<file path="src/rtl/core/jeo_pkg.sv">
package jeo_pkg;

   // Field widths of the request and response transfers.
   localparam int PERSON_W = 7;
   localparam int STEP_W = 10;

   typedef logic [PERSON_W-1:0] person_type;
   typedef logic [STEP_W-1:0] step_type;

endpackage

</file>
<file path="src/rtl/core/jeo_req_if.sv">
interface jeo_req_if import jeo_pkg::*; ();

   logic       valid;
   logic       ready;
   person_type people_count;
   person_type start_person;
   step_type   step_count;

   modport source (output valid, output people_count, output start_person,
                   output step_count, input ready);
   modport sink (input valid, input people_count, input start_person,
                 input step_count, output ready);

endinterface

interface jeo_rsp_if import jeo_pkg::*; ();

   logic       valid;
   logic       ready;
   person_type person;
   logic       last;
   logic       bad_start;

   modport source (output valid, output person, output last, output bad_start,
                   input ready);
   modport sink (input valid, input person, input last, input bad_start,
                 output ready);

endinterface

</file>
<file path="src/rtl/core/josephus_elimination_order.sv">
// Josephus elimination order. Each request transfer poses one problem: people_count
// people in a ring, counting from start_person, every step_count-th person leaves.
// One response transfer is sent per person leaving, in order, the final one with
// last set; a start of zero or beyond the (saturated) people count gives a single
// response with person 0, last 1 and bad_start 1. The ring lives in a single-port
// link memory with a registered read, and each count costs one read and one use
// of a link; a problem waits whenever the response side stalls. A new request is
// taken only after the final response of the previous problem has been registered
// for output.
module josephus_elimination_order import jeo_pkg::*; #(
   parameter int MAX_PEOPLE = 64,
   parameter int MAX_STEP = 1023
) (
   input  logic       clock,
   input  logic       reset,
   jeo_req_if.sink    req,
   jeo_rsp_if.source  rsp
);

   localparam int IDXW = (MAX_PEOPLE > 1) ? $clog2(MAX_PEOPLE) : 1;
   localparam int CW = (IDXW >= PERSON_W) ? IDXW + 1 : PERSON_W + 1;

   localparam logic [2:0] S_IDLE  = 3'd0;
   localparam logic [2:0] S_ERR   = 3'd1;
   localparam logic [2:0] S_INIT  = 3'd2;
   localparam logic [2:0] S_ISSUE = 3'd3;
   localparam logic [2:0] S_USE   = 3'd4;

   logic [2:0]      state_ff, state_in;
   person_type      count_ff, count_in;
   step_type        step_ff, step_in;
   person_type      remaining_ff, remaining_in;
   step_type        progress_ff, progress_in;
   logic [IDXW-1:0] cur_ff, cur_in;
   logic [IDXW-1:0] prev_ff, prev_in;
   logic [IDXW-1:0] init_idx_ff, init_idx_in;

   logic            rsp_valid_ff, rsp_valid_in;
   person_type      rsp_person_ff, rsp_person_in;
   logic            rsp_last_ff, rsp_last_in;
   logic            rsp_bad_ff, rsp_bad_in;

   logic [IDXW-1:0] link_mem [MAX_PEOPLE];
   logic [IDXW-1:0] link_rd_ff;
   logic            rd_en;
   logic            wr_en;
   logic [IDXW-1:0] wr_addr;
   logic [IDXW-1:0] wr_data;

   person_type      n_eff;
   step_type        s_eff;
   logic            bad;
   logic            slot_free;
   logic            emit;
   logic            init_done;

   // Saturate the request fields and check the start person.
   always_comb begin
      if (CW'(req.people_count) > CW'(MAX_PEOPLE)) begin
         n_eff = PERSON_W'(MAX_PEOPLE);
      end else begin
         n_eff = req.people_count;
      end
      if (req.step_count == '0) begin
         s_eff = STEP_W'(1);
      end else if (32'(req.step_count) > 32'(MAX_STEP)) begin
         s_eff = STEP_W'(MAX_STEP);
      end else begin
         s_eff = req.step_count;
      end
      bad = (n_eff == '0) || (req.start_person == '0) || (req.start_person > n_eff);
   end

   assign slot_free = !rsp_valid_ff || rsp.ready;
   assign init_done = (CW'(init_idx_ff) + CW'(1)) == CW'(count_ff);
   assign req.ready = (state_ff == S_IDLE);

   // Sequencer: ring fill, then read and use of one link per count.
   always_comb begin
      state_in = state_ff;
      count_in = count_ff;
      step_in = step_ff;
      remaining_in = remaining_ff;
      progress_in = progress_ff;
      cur_in = cur_ff;
      prev_in = prev_ff;
      init_idx_in = init_idx_ff;
      rd_en = 1'b0;
      wr_en = 1'b0;
      wr_addr = init_idx_ff;
      wr_data = init_done ? '0 : IDXW'(CW'(init_idx_ff) + CW'(1));
      emit = 1'b0;
      rsp_person_in = rsp_person_ff;
      rsp_last_in = rsp_last_ff;
      rsp_bad_in = rsp_bad_ff;

      case (state_ff)
         S_IDLE: begin
            if (req.valid) begin
               count_in = n_eff;
               step_in = s_eff;
               remaining_in = n_eff;
               progress_in = STEP_W'(1);
               cur_in = IDXW'(req.start_person - PERSON_W'(1));
               if (req.start_person == PERSON_W'(1)) begin
                  prev_in = IDXW'(n_eff - PERSON_W'(1));
               end else begin
                  prev_in = IDXW'(req.start_person - PERSON_W'(2));
               end
               init_idx_in = '0;
               state_in = bad ? S_ERR : S_INIT;
            end
         end
         S_ERR: begin
            if (slot_free) begin
               emit = 1'b1;
               rsp_person_in = '0;
               rsp_last_in = 1'b1;
               rsp_bad_in = 1'b1;
               state_in = S_IDLE;
            end
         end
         S_INIT: begin
            wr_en = 1'b1;
            init_idx_in = init_idx_ff + IDXW'(1);
            if (init_done) begin
               state_in = S_ISSUE;
            end
         end
         S_ISSUE: begin
            if (remaining_ff == PERSON_W'(1)) begin
               // The one left seated leaves without further counting.
               if (slot_free) begin
                  emit = 1'b1;
                  rsp_person_in = PERSON_W'(CW'(cur_ff) + CW'(1));
                  rsp_last_in = 1'b1;
                  rsp_bad_in = 1'b0;
                  remaining_in = '0;
                  state_in = S_IDLE;
               end
            end else begin
               rd_en = 1'b1;
               state_in = S_USE;
            end
         end
         S_USE: begin
            if (progress_ff < step_ff) begin
               prev_in = cur_ff;
               cur_in = link_rd_ff;
               progress_in = progress_ff + STEP_W'(1);
               state_in = S_ISSUE;
            end else if (slot_free) begin
               // The counted person leaves and is unlinked from the ring.
               emit = 1'b1;
               rsp_person_in = PERSON_W'(CW'(cur_ff) + CW'(1));
               rsp_last_in = 1'b0;
               rsp_bad_in = 1'b0;
               wr_en = 1'b1;
               wr_addr = prev_ff;
               wr_data = link_rd_ff;
               cur_in = link_rd_ff;
               remaining_in = remaining_ff - PERSON_W'(1);
               progress_in = STEP_W'(1);
               state_in = S_ISSUE;
            end
         end
         default: begin
            state_in = S_IDLE;
         end
      endcase

      if (emit) begin
         rsp_valid_in = 1'b1;
      end else if (rsp.ready) begin
         rsp_valid_in = 1'b0;
      end else begin
         rsp_valid_in = rsp_valid_ff;
      end
   end

   // Link memory with a registered read port.
   always_ff @(posedge clock) begin
      if (wr_en) begin
         link_mem[wr_addr] <= wr_data;
      end
      if (rd_en) begin
         link_rd_ff <= link_mem[cur_ff];
      end
   end

   // Control registers.
   always_ff @(posedge clock) begin
      if (reset) begin
         state_ff <= S_IDLE;
         rsp_valid_ff <= 1'b0;
         remaining_ff <= '0;
         progress_ff <= '0;
         cur_ff <= '0;
         prev_ff <= '0;
      end else begin
         state_ff <= state_in;
         rsp_valid_ff <= rsp_valid_in;
         remaining_ff <= remaining_in;
         progress_ff <= progress_in;
         cur_ff <= cur_in;
         prev_ff <= prev_in;
      end
   end

   // Payload registers.
   always_ff @(posedge clock) begin
      count_ff <= count_in;
      step_ff <= step_in;
      init_idx_ff <= init_idx_in;
      rsp_person_ff <= rsp_person_in;
      rsp_last_ff <= rsp_last_in;
      rsp_bad_ff <= rsp_bad_in;
   end

   assign rsp.valid = rsp_valid_ff;
   assign rsp.person = rsp_person_ff;
   assign rsp.last = rsp_last_ff;
   assign rsp.bad_start = rsp_bad_ff;

   // An error response is always the final one and names nobody.
   a_bad_is_last: assert property (@(posedge clock) disable iff (reset)
      rsp.valid && rsp.bad_start |-> rsp.last && (rsp.person == '0))
      else $error("error response without last or with a person");

   // The ring is never written while the block is idle.
   a_no_idle_write: assert property (@(posedge clock) disable iff (reset)
      (state_ff == S_IDLE) |-> !wr_en)
      else $error("link memory written while idle");

   // Someone is always seated while the ring is walked.
   a_ring_not_empty: assert property (@(posedge clock) disable iff (reset)
      (state_ff == S_ISSUE || state_ff == S_USE) |-> (remaining_ff != '0))
      else $error("ring walked with nobody seated");

   // The round count never passes the step.
   a_progress_bound: assert property (@(posedge clock) disable iff (reset)
      (state_ff == S_USE) |-> (progress_ff <= step_ff))
      else $error("count passed the step");

endmodule
</file>
<file path="src/flat_wrapper.sv">
// flat-port wrapper written by rule: the top's interface ports become plain ports
module josephus_elimination_order_flat import jeo_pkg::*;
#(
   parameter int MAX_PEOPLE = 64,
   parameter int MAX_STEP = 1023
)
  (clock, reset, req_valid, req_people_count, req_start_person, req_step_count, req_ready, rsp_valid, rsp_person, rsp_last, rsp_bad_start, rsp_ready);
  jeo_req_if req_i ();
  jeo_rsp_if rsp_i ();
  input  logic clock;
  input  logic reset;
  input wire logic [$bits(req_i.valid)-1:0] req_valid;
  input wire logic [$bits(req_i.people_count)-1:0] req_people_count;
  input wire logic [$bits(req_i.start_person)-1:0] req_start_person;
  input wire logic [$bits(req_i.step_count)-1:0] req_step_count;
  output wire logic [$bits(req_i.ready)-1:0] req_ready;
  output wire logic [$bits(rsp_i.valid)-1:0] rsp_valid;
  output wire logic [$bits(rsp_i.person)-1:0] rsp_person;
  output wire logic [$bits(rsp_i.last)-1:0] rsp_last;
  output wire logic [$bits(rsp_i.bad_start)-1:0] rsp_bad_start;
  input wire logic [$bits(rsp_i.ready)-1:0] rsp_ready;
  assign req_i.valid = req_valid;
  assign req_i.people_count = req_people_count;
  assign req_i.start_person = req_start_person;
  assign req_i.step_count = req_step_count;
  assign req_ready = req_i.ready;
  assign rsp_valid = rsp_i.valid;
  assign rsp_person = rsp_i.person;
  assign rsp_last = rsp_i.last;
  assign rsp_bad_start = rsp_i.bad_start;
  assign rsp_i.ready = rsp_ready;
  josephus_elimination_order #(.MAX_PEOPLE(MAX_PEOPLE), .MAX_STEP(MAX_STEP)) u_core (.clock(clock), .reset(reset), .req(req_i), .rsp(rsp_i));
endmodule
</file>
<file path="config.mk">
export PLATFORM = sky130hd
export DESIGN_NAME = josephus_elimination_order_flat
export DESIGN_NICKNAME = d
export VERILOG_FILES = /design/src/rtl/core/jeo_pkg.sv /design/src/rtl/core/jeo_req_if.sv /design/src/rtl/core/josephus_elimination_order.sv /design/src/flat_wrapper.sv
export SDC_FILE = /design/constraint.sdc
export NUM_CORES = 1
export LEC_CHECK = 0
export ABC_AREA = 1
export BUFFER_PORTS_ARGS = -buffer_cell sky130_fd_sc_hd__buf_2
export CAP_MARGIN = 20
export CORE_ASPECT_RATIO = 2
export CORE_MARGIN = 5
export CORE_UTILIZATION = 45
export DETAILED_ROUTE_END_ITERATION = 6
export PLACE_DENSITY = 0.71
export SYNTH_ARGS = -nofsm -noshare
export SYNTH_HDL_FRONTEND = slang
export SYNTH_SLANG_ARGS = --single-unit
</file>
<file path="constraint.sdc">
create_clock -name clock -period 14.5 [get_ports clock]
set_clock_uncertainty 0.05 [all_clocks]
set_input_delay 2.175 -clock clock [delete_from_list [all_inputs] [get_ports clock]]
set_output_delay 2.175 -clock clock [all_outputs]
set_load 0.005 [all_outputs]
</file>
* After elaboration in Yosys (flattened, before gate mapping)
Memory sizes are Yosys's and may differ from the RTL's. A register that Yosys moved wholly into a read port is not among the register bits.
Index checks and enable logic that the tools add are counted.
** Word-level totals
- RAM bits :: 384
- Memories kept :: 1
- Logic and storage cells :: 122
- Output and inout port bits :: 11
- Flip-flop bits (word level) :: 65
- Input bits :: 28
** Memories
- u_core.link_mem :: words 64, bits a word 6, rd ports 1, clocked after Yosys merged registers in 1, wr ports 1, RTL line josephus_elimination_order.sv:43 : logic [IDXW-1:0] link_mem [MAX_PEOPLE];
** Operators by class
- Reduce and logical (&&, ||, !) cells :: 21
- $add $sub $neg :: 8
- Mux-type cells :: 61
- Equal/unequal tests :: 16
- Magnitude comparators :: 3
** Operators with widths (number)
- 6-bit 2-to-1 mux :: 14
- 7-bit 2-to-1 mux :: 9
- 7-bit case mux with 3 select lines :: 2
- 6-bit case mux with 2 select lines :: 3
- 10-bit 2-to-1 mux :: 3
- 10-bit case mux with 2 select lines :: 1
- 3-bit 2-to-1 mux :: 6
- 1-bit 2-to-1 mux :: 17
- 3-bit case mux with 5 select lines :: 1
- 6-bit by 1-bit adder with 7-bit output (second input constant) :: 2
- 7-bit by 1-bit equality test with 1-bit output (second input constant) :: 2
- 7-bit zero test :: 2
- 2-bit by 1-bit != test with 1-bit output (second input constant) :: 6
- 6-bit by 1-bit subtractor with 6-bit output (second input constant) :: 2
- 10-bit by 1-bit adder with 10-bit output (second input constant) :: 1
- 10-bit zero test :: 1
- 10-bit < comparator :: 1
- 1-bit case mux with 3 select lines :: 3
- 3-bit AND reduction :: 3
- 8-bit by 7-bit equality test with 1-bit output :: 1
- 4-bit AND reduction :: 2
- 7-bit greater-than comparator :: 1
- 7-bit greater-than comparator (second input constant) :: 1
- 7-bit by 1-bit subtractor with 7-bit output (second input constant) :: 1
- 16 further kinds :: 24

* Logic depth before layout (Yosys ltp)
Gate-level depths: netlist of the first run.
- Depth after elaboration :: 8
- Gate-level depth with buffers :: 18
- Depth with buffers taken out :: 18

* Worst setup path before layout of the first run
No wires, ideal clock.
- Path kind :: input-to-reg
- Start :: input port rsp_ready
- End :: memory u_core.link_mem[0][0] (netlist name) (data pin)
- Data arrival time :: 5.381 ns
- Cell stages on the path :: 6
- Buffers on the path :: 2
- Path slack :: 8.367 ns
- Setup time :: 0.702 ns
- Required time :: 13.748 ns
- Path through :: nor2_2 -> nor2_8 -> nand2_4 -> buf_6 -> clkbuf_1 -> o21ai_0
** Between the ends
- Cells in the longest elaborated chain, start to end :: 4
** RTL lines
- start, declared :: RTL line flat_wrapper.sv:21 : input wire logic [$bits(rsp_i.ready)-1:0] rsp_ready;
- 1-bit logical OR :: RTL line josephus_elimination_order.sv:74 : assign slot_free = !rsp_valid_ff || rsp.ready;
- 6-bit 2-to-1 mux :: RTL line josephus_elimination_order.sv:152 : end else if (slot_free) begin
- 6-bit 2-to-1 mux :: RTL line josephus_elimination_order.sv:147 : if (progress_ff < step_ff) begin
- 6-bit 2-to-1 mux :: RTL line josephus_elimination_order.sv:97 : case (state_ff)
- via u_core.wr_data[0] :: RTL line josephus_elimination_order.sv:48 : logic [IDXW-1:0] wr_data;
- end, declared :: RTL line josephus_elimination_order.sv:43
The timed path passes the listed nets, and every way through them passes these cells.

* Worst setup path after layout of the first run
- Start :: input port rsp_ready
- End :: memory u_core.link_mem[18][4] (netlist name) (enable)
** Between the ends
- Cells in the longest elaborated chain, start to end :: 6
- Elaborated cells between the ends (all ways) :: 9
- Classes of those cells :: mux: 8; reduce/logical: 1
** RTL lines
- 1-bit logical OR (*) :: RTL line josephus_elimination_order.sv:74
- 1-bit 2-to-1 mux :: RTL line josephus_elimination_order.sv:152
- 1-bit 2-to-1 mux :: RTL line josephus_elimination_order.sv:147
- 1-bit case mux with 2 select lines :: RTL line josephus_elimination_order.sv:97
- 1-bit 2-to-1 mux :: RTL line josephus_elimination_order.sv:183 : if (wr_en) begin
- 1-bit 2-to-1 mux (implied by the code) :: RTL line josephus_elimination_order.sv:184 : link_mem[wr_addr] <= wr_data;
Every way passes the cells marked *; elsewhere a longest branch is shown, timed or not.

==> parameters.txt, run 1 <==
Parameter                              Value

Power
  Maximum resistive drop on vdd ... 226.0 uV
  Cell leakage power ... 0.007649 uW
  Total power per unit cell area ... 200.9 nW/um2

Worst setup path
  Required time worst endpoint ... 14.63 ns
  Crit-path slowest cell ... sky130_fd_sc_hd__nor2_1
  Worst R2R Path Depth ... 11
  Reg-to-reg endpoint ... u_core.link_mem[9][4]
  Worst setup path category ... in2reg
  Critical Path Start Type ... primary input
  R2R setup slack ... 10.69 ns
  Maximum single-stage delay on the critical path ... 0.69 ns
  Critical path, cell by cell ... buf_2 > nor2_2 > nor2_8 > nand2_4 > nand2_1 > nand2_2 > nand4_1 > nor2_1
  Peak fanout along the critical path ... 25
  Crit path DAT ... 4.89 ns
  Sort of element at the end of the critical path ... flop
  Startpoint of the lowest-slack register-to-register path ... u_core.state_ff[0]

Timing
  Setup slack of the critical path after layout ... 9.744 ns
  Highest clock frequency the design can meet ... 210.2 MHz
  Remaining max-slew budget at the tightest pin ... 26.88%
  Number of setup violations in the final report ... 0
  Final cycle utilization of the critical path ... 32.80%
  Unrepaired setup endpoints after global routing ... false
  Transition at the pin with the smallest max-transition slack ... 1.089 ns
  Total negative slack for setup checks ... 0 ns
  Max-slew violation total from the final report ... 0
  Time the worst path needs with I/O delays and setup ... 4.756 ns
  Final hold violation count ... 0

Synthesis
  Mux cell area share after synthesis ... 0.05008%
  Synthesis warning total ... 0
  Post-Synthesis Mean Instance Area ... 10.84 um2
  Number of synthesized register bits ... 455
  Largest area contributor in the netlist ... sky130_fd_sc_hd__edfxtp_1
  Nets in the synthesized netlist ... 1,898
  Primary FF master, synth ... sky130_fd_sc_hd__edfxtp_1
  Adder-Cell Fraction of Synth Area ... 1.690%
  Combinational family with the most area after synthesis ... simple AND/OR/NAND/NOR gates
  Fraction of the mapped netlist area in compound gates ... 11.46%
  Share of synthesized cell area in and, or, nand and nor gates ... 15.44%
  Post-Synth XOR/XNOR Area ... 0.6135%
  Async set-reset flop share out of synthesis ... 0%
  Synth top area cells ... sky130_fd_sc_hd__edfxtp_1 (63%), sky130_fd_sc_hd__nor2_1 (6.7%), sky130_fd_sc_hd__o21ai_0 (6.1%), sky130_fd_sc_hd__nand2_1 (4.4%), sky130_fd_sc_hd__dfxtp_1 (3.3%)
  Cell variety after synth ... 46
  Area share of the leading cell type in the synthesized netlist ... 63.41%
  Number of synthesized flops with an enable pin ... 422
  Gate count of the mapped netlist ... 1,843
  Sequential element share of the synthesized area ... 66.71%
  Mapped Area ... 19,990 um2

Clock network
  Source-to-sink clock delay at the later pin of the worst-skew pair ... 0.55 ns
  Count of H-tree levels built during CTS ... 2
  CTS root buffer ... sky130_fd_sc_hd__clkbuf_16
  Clk pin slew, worst setup/hold paths ... 0.07 ns
  Number of post-CTS setup repair buffers ... 0
  Total CTS buffers ... 39
  TritonCTS clock tree ... built
  Clock Sink Count ... 455
  Number of gates resized after cts ... 0
  Largest buffer count on any clock path ... 3
  Total of hold buffers inserted after clock tree synthesis ... 0

Die
  Row Count ... 109
  Initial standard-cell utilization of the core ... 45.37%
  Core footprint ... 44,050 um2
  Die outline width ... 159.0 um
  Total Die Area ... 48,980 um2
  Overall die height ... 308.0 um
  Number of top-level pins ... 39

Final layout
  Area growth from synthesis to final layout ... 10.11%
  Highest-count cells in the layout ignoring fill and taps ... sky130_fd_sc_hd__edfxtp_1 (422), sky130_fd_sc_hd__nor2_1 (356), sky130_fd_sc_hd__o21ai_0 (240)
  Non-Filler Instances ... 2,421
  Number of diodes added for antenna fixing ... 0
  Fraction of layout instances using a drive strength above 1 ... 8.521%
  NumNets Final ... 1,893
  Most common library cell in the layout ignoring fill and taps ... sky130_fd_sc_hd__edfxtp_1

GRT
  Via count of the first global-routing pass ... 14,290
  Combined global-route utilization of all metal layers ... 21.18%
  Initial antenna violation count ... 0
  Largest net degree at the start of global routing ... 141
  Total congestion overflow after global routing ... 0
  First-pass GRT wire length ... 80,520 um

Place
  Placed Instances ... 2,349
  Pre-CTS setup slack ... 9.245 ns
  Weighted congestion reported at the end of routability-driven placement ... 0.9150
  Number of port buffers ... 38
  Half-perimeter wire length after placement ... 35,320 um

Detailed routing
  DRC violation count after routing ... 1
  Detailed-route wire length ... 53,270 um
  Drt first-iter violations ... 1,341
  DR WL/cell ... 22.00 um
  Total iterations of the first detailed-routing run ... 7
  Post-detailed-route via-to-cell ratio ... 5.795
  Antenna-violating nets left ... 0
  Total number of vias ... 14,030

Worst hold path
  Worst Hold Path EP ... u_core.remaining_ff[6]
  Hold/Removal Path Class ... reg2reg
  Start point of the worst hold path ... u_core.remaining_ff[6]
  Worst Hold Depth ... 2

Status
  Violations in the final reports ... DRC
  Status ... finished, violations left

Job
  Max capacitance violation total ... 0
## power by group
group	internal (uW)	switching, uW
sequential	1750	78.8
clock	615	460
combinational	357	1160
## layer usage
layer,GRT usage (%),vias to the layer above,share of wire [%]
li1,-,6499,-
met1,21.35,6725,33
met2,40.18,608,54
met3,2.581,197,5.5
met4,14.34,0,7.7
met5,0,-,0
## sequential cells by signal, indices dropped and copies added (netlist names)
signal	count
u_core.link_mem	384
u_core.progress_ff	10
u_core.rsp.last	1
u_core.prev_ff	6
u_core.step_ff	10
u_core.state_ff	3
u_core.link_rd_ff	6
u_core.rsp.valid	1
u_core.rsp.bad_start	1
u_core.rsp.person	7
u_core.remaining_ff	7
u_core.init_idx_ff	6
u_core.cur_ff	6
u_core.count_ff	7
## Yosys cell counts (4+ instances only)
cell type	count
sky130_fd_sc_hd__nand4_1	19
sky130_fd_sc_hd__dfxtp_1	33
sky130_fd_sc_hd__buf_2	23
sky130_fd_sc_hd__clkbuf_1	72
sky130_fd_sc_hd__a21oi_1	49
sky130_fd_sc_hd__o221ai_1	6
sky130_fd_sc_hd__xor2_1	11
sky130_fd_sc_hd__inv_2	4
sky130_fd_sc_hd__nand3_2	6
sky130_fd_sc_hd__o22ai_1	50
sky130_fd_sc_hd__o211ai_1	45
sky130_fd_sc_hd__edfxtp_1	422
sky130_fd_sc_hd__o21ai_0	244
sky130_fd_sc_hd__nor2_1	356
sky130_fd_sc_hd__ha_1	27
sky130_fd_sc_hd__nand2_2	8
sky130_fd_sc_hd__inv_1	99
sky130_fd_sc_hd__nand3_1	86
sky130_fd_sc_hd__nand2_1	233
sky130_fd_sc_hd__nor3_1	7
## metrics by stage
stage	utilization, %	power [uW]	cell area [um2]	hold slack (ns)
6_report	49.96	4421	22010	0.4323
5_1_grt	49.96	4623	22010	0.4734
4_1_cts	49.81	4408	21940	0.4258
3_5_place_dp	46.81	3344	20620	0.4097
3_3_place_gp	46.81	3327	20620	0.4026
2_1_floorplan	-	2782	19990	0.3893
## worst max-delay path, delay by kind of cell
kind | cells | cell delay, ns
buf+inv | 1 | 0.10
simple gates | 7 | 2.59
## layout make-up
type / count / area, um2
fillers: 3821 / 22040
flip-flops and latches: 455 / 13340
multi-input cells: 1184 / 5907
clock buffers: 48 / 1062
well taps: 555 / 694.4
inverters: 105 / 399.1
repair buffers: 53 / 342.8
clock inverters: 21 / 260.3
## cells by family after synthesis
| logic type | count (synthesis) |
|---|---|
| buf+inv | 204 |
| mux | 1 |
| flops | 455 |
| simple gates | 733 |
| xor+xnor | 14 |
| compound gates | 409 |
| fa+ha+maj | 27 |
## worst max path at each step
stage | from | end | slack (ns) | cells after the start
2_1_floorplan | rsp_ready | u_core.link_mem[0][0] | 8.37 | 6
3_3_place_gp | rsp_ready | u_core.link_mem[47][0] | 9.33 | 8
3_5_place_dp | rsp_ready | u_core.link_mem[46][2] | 9.25 | 8
4_1_cts | rsp_ready | u_core.link_mem[46][2] | 9.83 | 8
5_1_grt | rsp_ready | u_core.link_mem[46][0] | 9.68 | 8
6_report | rsp_ready | u_core.link_mem[18][4] | 9.74 | 8
Power figures use the tool's default switching activity.
==> run 2: changes to the inputs <==
==> constraint.sdc (replaced) <==
create_clock -name clock -period 4.5 [get_ports clock]
set_clock_uncertainty 0.05 [all_clocks]
set_input_delay 0.675 -clock clock [delete_from_list [all_inputs] [get_ports clock]]
set_output_delay 0.675 -clock clock [all_outputs]
set_load 0.005 [all_outputs]
==> run 2 against run 1 <==
The run now ends clean. Final area is 0.57% lower. Combinational power increased to 3.3 times the previous value. Sequential share of layout area rose by 0.35 points. Wire length is 3.1% higher. Clock power grew to 3.0 times the previous value. Critical path type is now reg2reg. Sequential power rose to 3.2 times the previous value.
==> parameters.txt, run 2 (synthesized netlist as in run 1, its figures left out) <==
Parameter                              Value

Clock network
  Number of gates resized after cts ... 0 (unchanged)
  Clk pin slew, worst setup/hold paths ... 0.08 ns (was 0.07 ns)
  Number of post-CTS setup repair buffers ... 0 (unchanged)
  Count of H-tree levels built during CTS ... 2 (unchanged)
  CTS root buffer ... sky130_fd_sc_hd__clkbuf_16 (unchanged)
  Clock Sink Count ... 455 (unchanged)
  Source-to-sink clock delay at the later pin of the worst-skew pair ... 0.55 ns (about the same)
  Largest buffer count on any clock path ... 3 (unchanged)
  TritonCTS clock tree ... built (unchanged)
  Total CTS buffers ... 38 (was 39)
  Total of hold buffers inserted after clock tree synthesis ... 0 (unchanged)

Power
  Cell leakage power ... 0.007586 uW (was 0.007649 uW)
  Total power per unit cell area ... 644.8 nW/um2 (was 200.9 nW/um2)
  Maximum resistive drop on vdd ... 394.5 uV (was 226.0 uV)
  Pwr Total ... 14,110 uW (was 4421 uW)

Die
  Row Count ... 109 (unchanged)
  Overall die height ... 308.0 um (unchanged)
  Total Die Area ... 48,980 um2 (unchanged)
  Number of top-level pins ... 39 (unchanged)
  Core footprint ... 44,050 um2 (unchanged)
  Die outline width ... 159.0 um (unchanged)
  Initial standard-cell utilization of the core ... 45.37% (unchanged)

Final layout
  Register containing the most flip-flops in the final layout ... u_core.link_mem (unchanged)
  Post-route cell area ... 21,880 um2 (was 22,010 um2)
  Area growth from synthesis to final layout ... 9.478% (was 10.11%)
  Highest-count cells in the layout ignoring fill and taps ... sky130_fd_sc_hd__edfxtp_1 (422), sky130_fd_sc_hd__nor2_1 (356), sky130_fd_sc_hd__o21ai_0 (240) (unchanged)
  Max FFs per register ... 384 (unchanged)
  Fraction of layout instances using a drive strength above 1 ... 8.195% (was 8.521%)
  Registers with the highest flip-flop counts ... u_core.link_mem x384, u_core.progress_ff x10, u_core.step_ff x10 (unchanged)
  Most common library cell in the layout ignoring fill and taps ... sky130_fd_sc_hd__edfxtp_1 (unchanged)
  Number of diodes added for antenna fixing ... 0 (unchanged)
  NumNets Final ... 1,895 (was 1,893)

Detailed routing
  DR WL/cell ... 22.67 um (was 22.00 um)
  Drt first-iter violations ... 1,467 (was 1,341)
  Total iterations of the first detailed-routing run ... 5 (was 7)
  Detailed-route wire length ... 54,920 um (was 53,270 um)
  Total number of vias ... 14,110 (was 14,030)
  Antenna-violating nets left ... 0 (unchanged)
  Post-detailed-route via-to-cell ratio ... 5.827 (was 5.795)
  DRC violation count after routing ... 0 (was 1)

Job
  Max capacitance violation total ... 0 (unchanged)

Worst setup path
  Required time worst endpoint ... 4.63 ns (was 14.63 ns)
  Most prevalent standard cell on the critical path ... sky130_fd_sc_hd__nand2_1
  Critical Path Start Type ... flop (was primary input)
  Worst setup path category ... reg2reg (was in2reg)
  Crit-path slowest cell ... sky130_fd_sc_hd__nor2_1 (unchanged)
  Critical path, cell by cell ... ha_1 > a21oi_1 > nand2_1 > nand2_1 > nand3_4 > nand2_4 > nand2_1 > nand2_2 > nand4_1 > nor2_1 (was buf_2 > nor2_2 > nor2_8 > nand2_4 > nand2_1 > nand2_2 > nand4_1 > nor2_1)
  Number of buffers and inverters on the critical path ... 0 (was 1)
  Peak fanout along the critical path ... 25 (unchanged)
  Crit path DAT ... 3.86 ns (was 4.89 ns)
  Sort of element at the end of the critical path ... flop (unchanged)
  Kind of cell adding the most delay to the critical path ... simple AND/OR/NAND/NOR gates (unchanged)
  Maximum single-stage delay on the critical path ... 0.65 ns (was 0.69 ns)

GRT
  First-pass GRT wire length ... 82,690 um (was 80,520 um)
  Initial antenna violation count ... 0 (unchanged)
  Largest net degree at the start of global routing ... 197 (was 141)
  Via count of the first global-routing pass ... 14,160 (was 14,290)
  Combined global-route utilization of all metal layers ... 21.89% (was 21.18%)
  Total congestion overflow after global routing ... 0 (unchanged)

Timing
  Highest clock frequency the design can meet ... 268.2 MHz
  Transition at the pin with the smallest max-transition slack ... 1.064 ns (was 1.089 ns)
  Final hold violation count ... 0 (unchanged)
  Number of setup violations in the final report ... 0 (unchanged)
  Remaining max-slew budget at the tightest pin ... 28.96% (was 26.88%)
  Max-slew violation total from the final report ... 0 (unchanged)
  Unrepaired setup endpoints after global routing ... false (unchanged)
  Final cycle utilization of the critical path ... 82.86%
  Total negative slack for setup checks ... 0 ns (unchanged)
  Time the worst path needs with I/O delays and setup ... 3.728 ns

Place
  Half-perimeter wire length after placement ... 36,740 um (was 35,320 um)
  Weighted congestion reported at the end of routability-driven placement ... 0.9249 (was 0.9150)
  Number of port buffers ... 38 (unchanged)
  Area after detailed placement ... 20,680 um2 (was 20,620 um2)

Worst hold path
  Hold/Removal Path Class ... in2reg (was reg2reg)

Status
  Status ... finished clean (was finished, violations left)
## run 2: path summary, 6_finish.rpt
kind                                              from                     end  slack [ns]  cells after the start
worst max register to register   u_core.progress_ff[5]   u_core.link_mem[2][2]        0.77                     10
worst min-delay path                 req_step_count[5]       u_core.step_ff[5]        0.27                      1
worst max-delay path             u_core.progress_ff[5]   u_core.link_mem[2][2]        0.77                     10
worst min register to register  u_core.remaining_ff[6]  u_core.remaining_ff[6]        0.42                      2
## run 2: layer usage
metal / vias to the layer above / wire (um) / GRT usage [%]
li1: 6499 / - / -
met1: 6782 / 17530 / 22.34
met2: 656 / 29250 / 40.43
met3: 177 / 3723 / 3.410
met4: 0 / 4406 / 15.33
met5: - / 0 / 0
## run 2: cell type report
type,instances,area (um2)
repair buffers,56,347.8
fillers,3822,22170
inverters,105,399.1
multi-input cells,1184,5907
well taps,555,694.4
clock buffers,44,1016
clock inverters,23,175.2
flip-flops and latches,455,13340
## run 2: where the power goes
part / internal [uW] / switching [uW]
registers: 5650 / 292
clock network: 1740 / 1510
logic: 1160 / 3760
total: 8540 / 5560
## run 2: metrics by stage
step,std cells,utilization [%],hold slack (ns),setup slack [ns]
floorplan,1843,-,0.3893,-0.2976
global placement,2354,46.95,0.4031,0.8867
detailed placement,2354,46.95,0.4067,0.8010
CTS,2421,49.66,0.2537,0.7940
global route,2422,49.67,0.2621,0.6423
finish,2422,49.67,0.2667,0.7715
==> run 3: changes to the inputs <==
==> constraint.sdc (replaced) <==
create_clock -name clock -period 3.8 [get_ports clock]
set_clock_uncertainty 0.05 [all_clocks]
set_input_delay 0.57 -clock clock [delete_from_list [all_inputs] [get_ports clock]]
set_output_delay 0.57 -clock clock [all_outputs]
set_load 0.005 [all_outputs]
==> run 3 against run 2 <==
Flip-flop and latch count is the same. Clock power grew 15%. Clock-buffer cell count grew 4. Register-to-register slack lost 0.19 ns. Via count grew 0.45%. Hold slack lost 0.083 ns. Final area grew 1.6%. Critical endpoint is now u_core.link_mem[0][2]. Largest cell class unchanged.
==> parameters.txt, run 3 (synthesized netlist as in run 1, its figures left out) <==
Parameter                              Value

Worst setup path
  Crit-path slowest cell ... sky130_fd_sc_hd__nor2_1 (unchanged)
  Worst setup path category ... reg2reg (unchanged)
  Worst R2R Path Depth ... 11 (was 10)
  Sort of element at the end of the critical path ... flop (unchanged)
  Crit path DAT ... 3.33 ns (was 3.86 ns)
  Critical Path Start Type ... flop (unchanged)
  Maximum single-stage delay on the critical path ... 0.43 ns (was 0.65 ns)
  Required time worst endpoint ... 3.92 ns (was 4.63 ns)
  Critical path, cell by cell ... inv_1 > ha_1 > a21o_1 > nor2_2 > nand3_4 > nand2_4 > nand2_1 > nand2_2 > nand4_1 > buf_4 > nor2_1 (was ha_1 > a21oi_1 > nand2_1 > nand2_1 > nand3_4 > nand2_4 > nand2_1 > nand2_2 > nand4_1 > nor2_1)
  Peak fanout along the critical path ... 10 (was 25)

Clock network
  Number of gates resized after cts ... 0 (unchanged)
  TritonCTS clock tree ... built (unchanged)
  Source-to-sink clock delay at the later pin of the worst-skew pair ... 0.55 ns (about the same)
  Count of H-tree levels built during CTS ... 2 (unchanged)
  CTS root buffer ... sky130_fd_sc_hd__clkbuf_16 (unchanged)
  Clock Sink Count ... 455 (unchanged)
  Total of hold buffers inserted after clock tree synthesis ... 0 (unchanged)
  Number of post-CTS setup repair buffers ... 0 (unchanged)
  Clk pin slew, worst setup/hold paths ... 0.07 ns (was 0.08 ns)
  Largest buffer count on any clock path ... 3 (unchanged)
  Total CTS buffers ... 37 (was 38)

Detailed routing
  Total number of vias ... 14,180 (was 14,110)
  DRC violation count after routing ... 0 (unchanged)
  DR WL/cell ... 21.80 um (was 22.67 um)
  Antenna-violating nets left ... 0 (unchanged)
  Post-detailed-route via-to-cell ratio ... 5.759 (was 5.827)
  Detailed-route wire length ... 53,680 um (was 54,920 um)
  Total iterations of the first detailed-routing run ... 5 (unchanged)
  Drt first-iter violations ... 1,324 (was 1,467)

Power
  Cell leakage power ... 0.007829 uW (was 0.007586 uW)
  Maximum resistive drop on vdd ... 365.6 uV (was 394.5 uV)
  Total power per unit cell area ... 750.1 nW/um2 (was 644.8 nW/um2)

Place
  Half-perimeter wire length after placement ... 36,360 um (was 36,740 um)
  Weighted congestion reported at the end of routability-driven placement ... 0.9725 (was 0.9249)
  Placed Instances ... 2,399 (was 2,354)
  Number of port buffers ... 38 (unchanged)
  Area after detailed placement ... 21,060 um2 (was 20,680 um2)

Final layout
  Registers with the highest flip-flop counts ... u_core.link_mem x384, u_core.progress_ff x10, u_core.step_ff x10 (unchanged)
  Filler cell count ... 3,829 (was 3,822)
  Most common library cell in the layout ignoring fill and taps ... sky130_fd_sc_hd__edfxtp_1 (unchanged)
  Area growth from synthesis to final layout ... 11.22% (was 9.478%)
  Non-Filler Instances ... 2,462 (was 2,422)
  Fraction of layout instances using a drive strength above 1 ... 10.17% (was 8.195%)
  NumNets Final ... 1,939 (was 1,895)
  Register containing the most flip-flops in the final layout ... u_core.link_mem (unchanged)
  Max FFs per register ... 384 (unchanged)
  Combined area of the multi-input logic cells ... 5897 um2 (was 5907 um2)
  Post-route cell area ... 22,230 um2 (was 21,880 um2)
  Sequential standard cell area ... 13,340 um2 (unchanged)
  Number of diodes added for antenna fixing ... 0 (unchanged)
  Highest-count cells in the layout ignoring fill and taps ... sky130_fd_sc_hd__edfxtp_1 (422), sky130_fd_sc_hd__nor2_1 (356), sky130_fd_sc_hd__o21ai_0 (240) (unchanged)

Die
  Total Die Area ... 48,980 um2 (unchanged)
  Core footprint ... 44,050 um2 (unchanged)
  Number of top-level pins ... 39 (unchanged)
  Die outline width ... 159.0 um (unchanged)
  Initial standard-cell utilization of the core ... 45.37% (unchanged)
  Overall die height ... 308.0 um (unchanged)
  Row Count ... 109 (unchanged)

GRT
  Combined global-route utilization of all metal layers ... 21.29% (was 21.89%)
  Largest net degree at the start of global routing ... 132 (was 197)
  Total congestion overflow after global routing ... 0 (unchanged)
  Initial antenna violation count ... 0 (unchanged)
  Via count of the first global-routing pass ... 14,180 (was 14,160)
  First-pass GRT wire length ... 80,520 um (was 82,690 um)

Timing
  Number of setup violations in the final report ... 0 (unchanged)
  Remaining max-slew budget at the tightest pin ... 32.66% (was 28.96%)
  Time the worst path needs with I/O delays and setup ... 3.214 ns (was 3.728 ns)
  Unrepaired setup endpoints after global routing ... false (unchanged)
  Highest clock frequency the design can meet ... 311.1 MHz (was 268.2 MHz)
  Final hold violation count ... 0 (unchanged)
  Transition at the pin with the smallest max-transition slack ... 1.003 ns (was 1.064 ns)
  Max-slew violation total from the final report ... 0 (unchanged)
  Final cycle utilization of the critical path ... 84.58% (was 82.86%)

Worst hold path
  Worst Hold Depth ... 1 (unchanged)
  Hold/Removal Path Class ... in2reg (unchanged)

Job
  Max capacitance violation total ... 0 (unchanged)

Status
  Status ... finished clean (unchanged)
==> run 3: cell count changes in the layout (fill, tap and decap cells not counted), moves of 4 or more <==
cell and delta:
sky130_fd_sc_hd__buf_4 +41, sky130_fd_sc_hd__buf_12 +4, sky130_fd_sc_hd__clkinv_1 -6, sky130_fd_sc_hd__clkbuf_1 +5, sky130_fd_sc_hd__clkinvlp_4 -4
==> run 3: final timing paths <==
kind	start	to	slack, ns
setup / recovery	u_core.step_ff[9]	u_core.link_mem[0][2]	0.59
hold / removal	req_step_count[2]	u_core.step_ff[2]	0.18
setup reg to reg	u_core.step_ff[9]	u_core.link_mem[0][2]	0.59
hold reg to reg	u_core.remaining_ff[6]	u_core.remaining_ff[6]	0.42
==> run 3: layout make-up <==
type                       instances  share of cell area [%]
timing repair buffer             101                   3.310
multi-input combinational       1184                   26.53
sequential                       455                   60.02
inverter                         105                   1.796
clock inverter                    14                  0.7318
tap                              555                   3.124
clock buffer                      48                   4.492
==> run 3: critical path: cells and delay by family, from the launching register on <==
kind | cells | cell delay (ns)
flip-flops | 1 | 0.37
AO/OA/AOI/OAI | 1 | 0.20
AND/OR/NAND/NOR | 7 | 1.58
buffers and inverters | 2 | 0.40
adder cells (fa/ha/maj) | 1 | 0.25
==> run 3: per-stage QoR <==
| stage | TNS, ns | worst slack [ns] | hold slack (ns) | power, uW | utilization [%] |
|---|---|---|---|---|---|
| floorplan | -255.39 | -0.9976 | 0.3893 | 10620 | - |
| global placement | 0 | 0.7547 | 0.4043 | 12870 | 47.81 |
| detailed placement | 0 | 0.6018 | 0.4145 | 12960 | 47.81 |
| CTS | 0 | 0.5873 | 0.1714 | 16680 | 50.45 |
| global route | 0 | 0.3233 | 0.1845 | 17430 | 50.46 |
| finish | 0 | 0.5860 | 0.1835 | 16670 | 50.46 |
==> run 3: layer usage <==
layer  wire [um]  GRT usage [%]
met1       17460          21.34
met4        4669          15.83
met5           0              0
met2       28570          39.83
met3        2983          2.594
==> run 3: power by group <==
group	internal, uW	switching (uW)
combinational	1490	4510
sequential	6670	263
clock	2070	1670
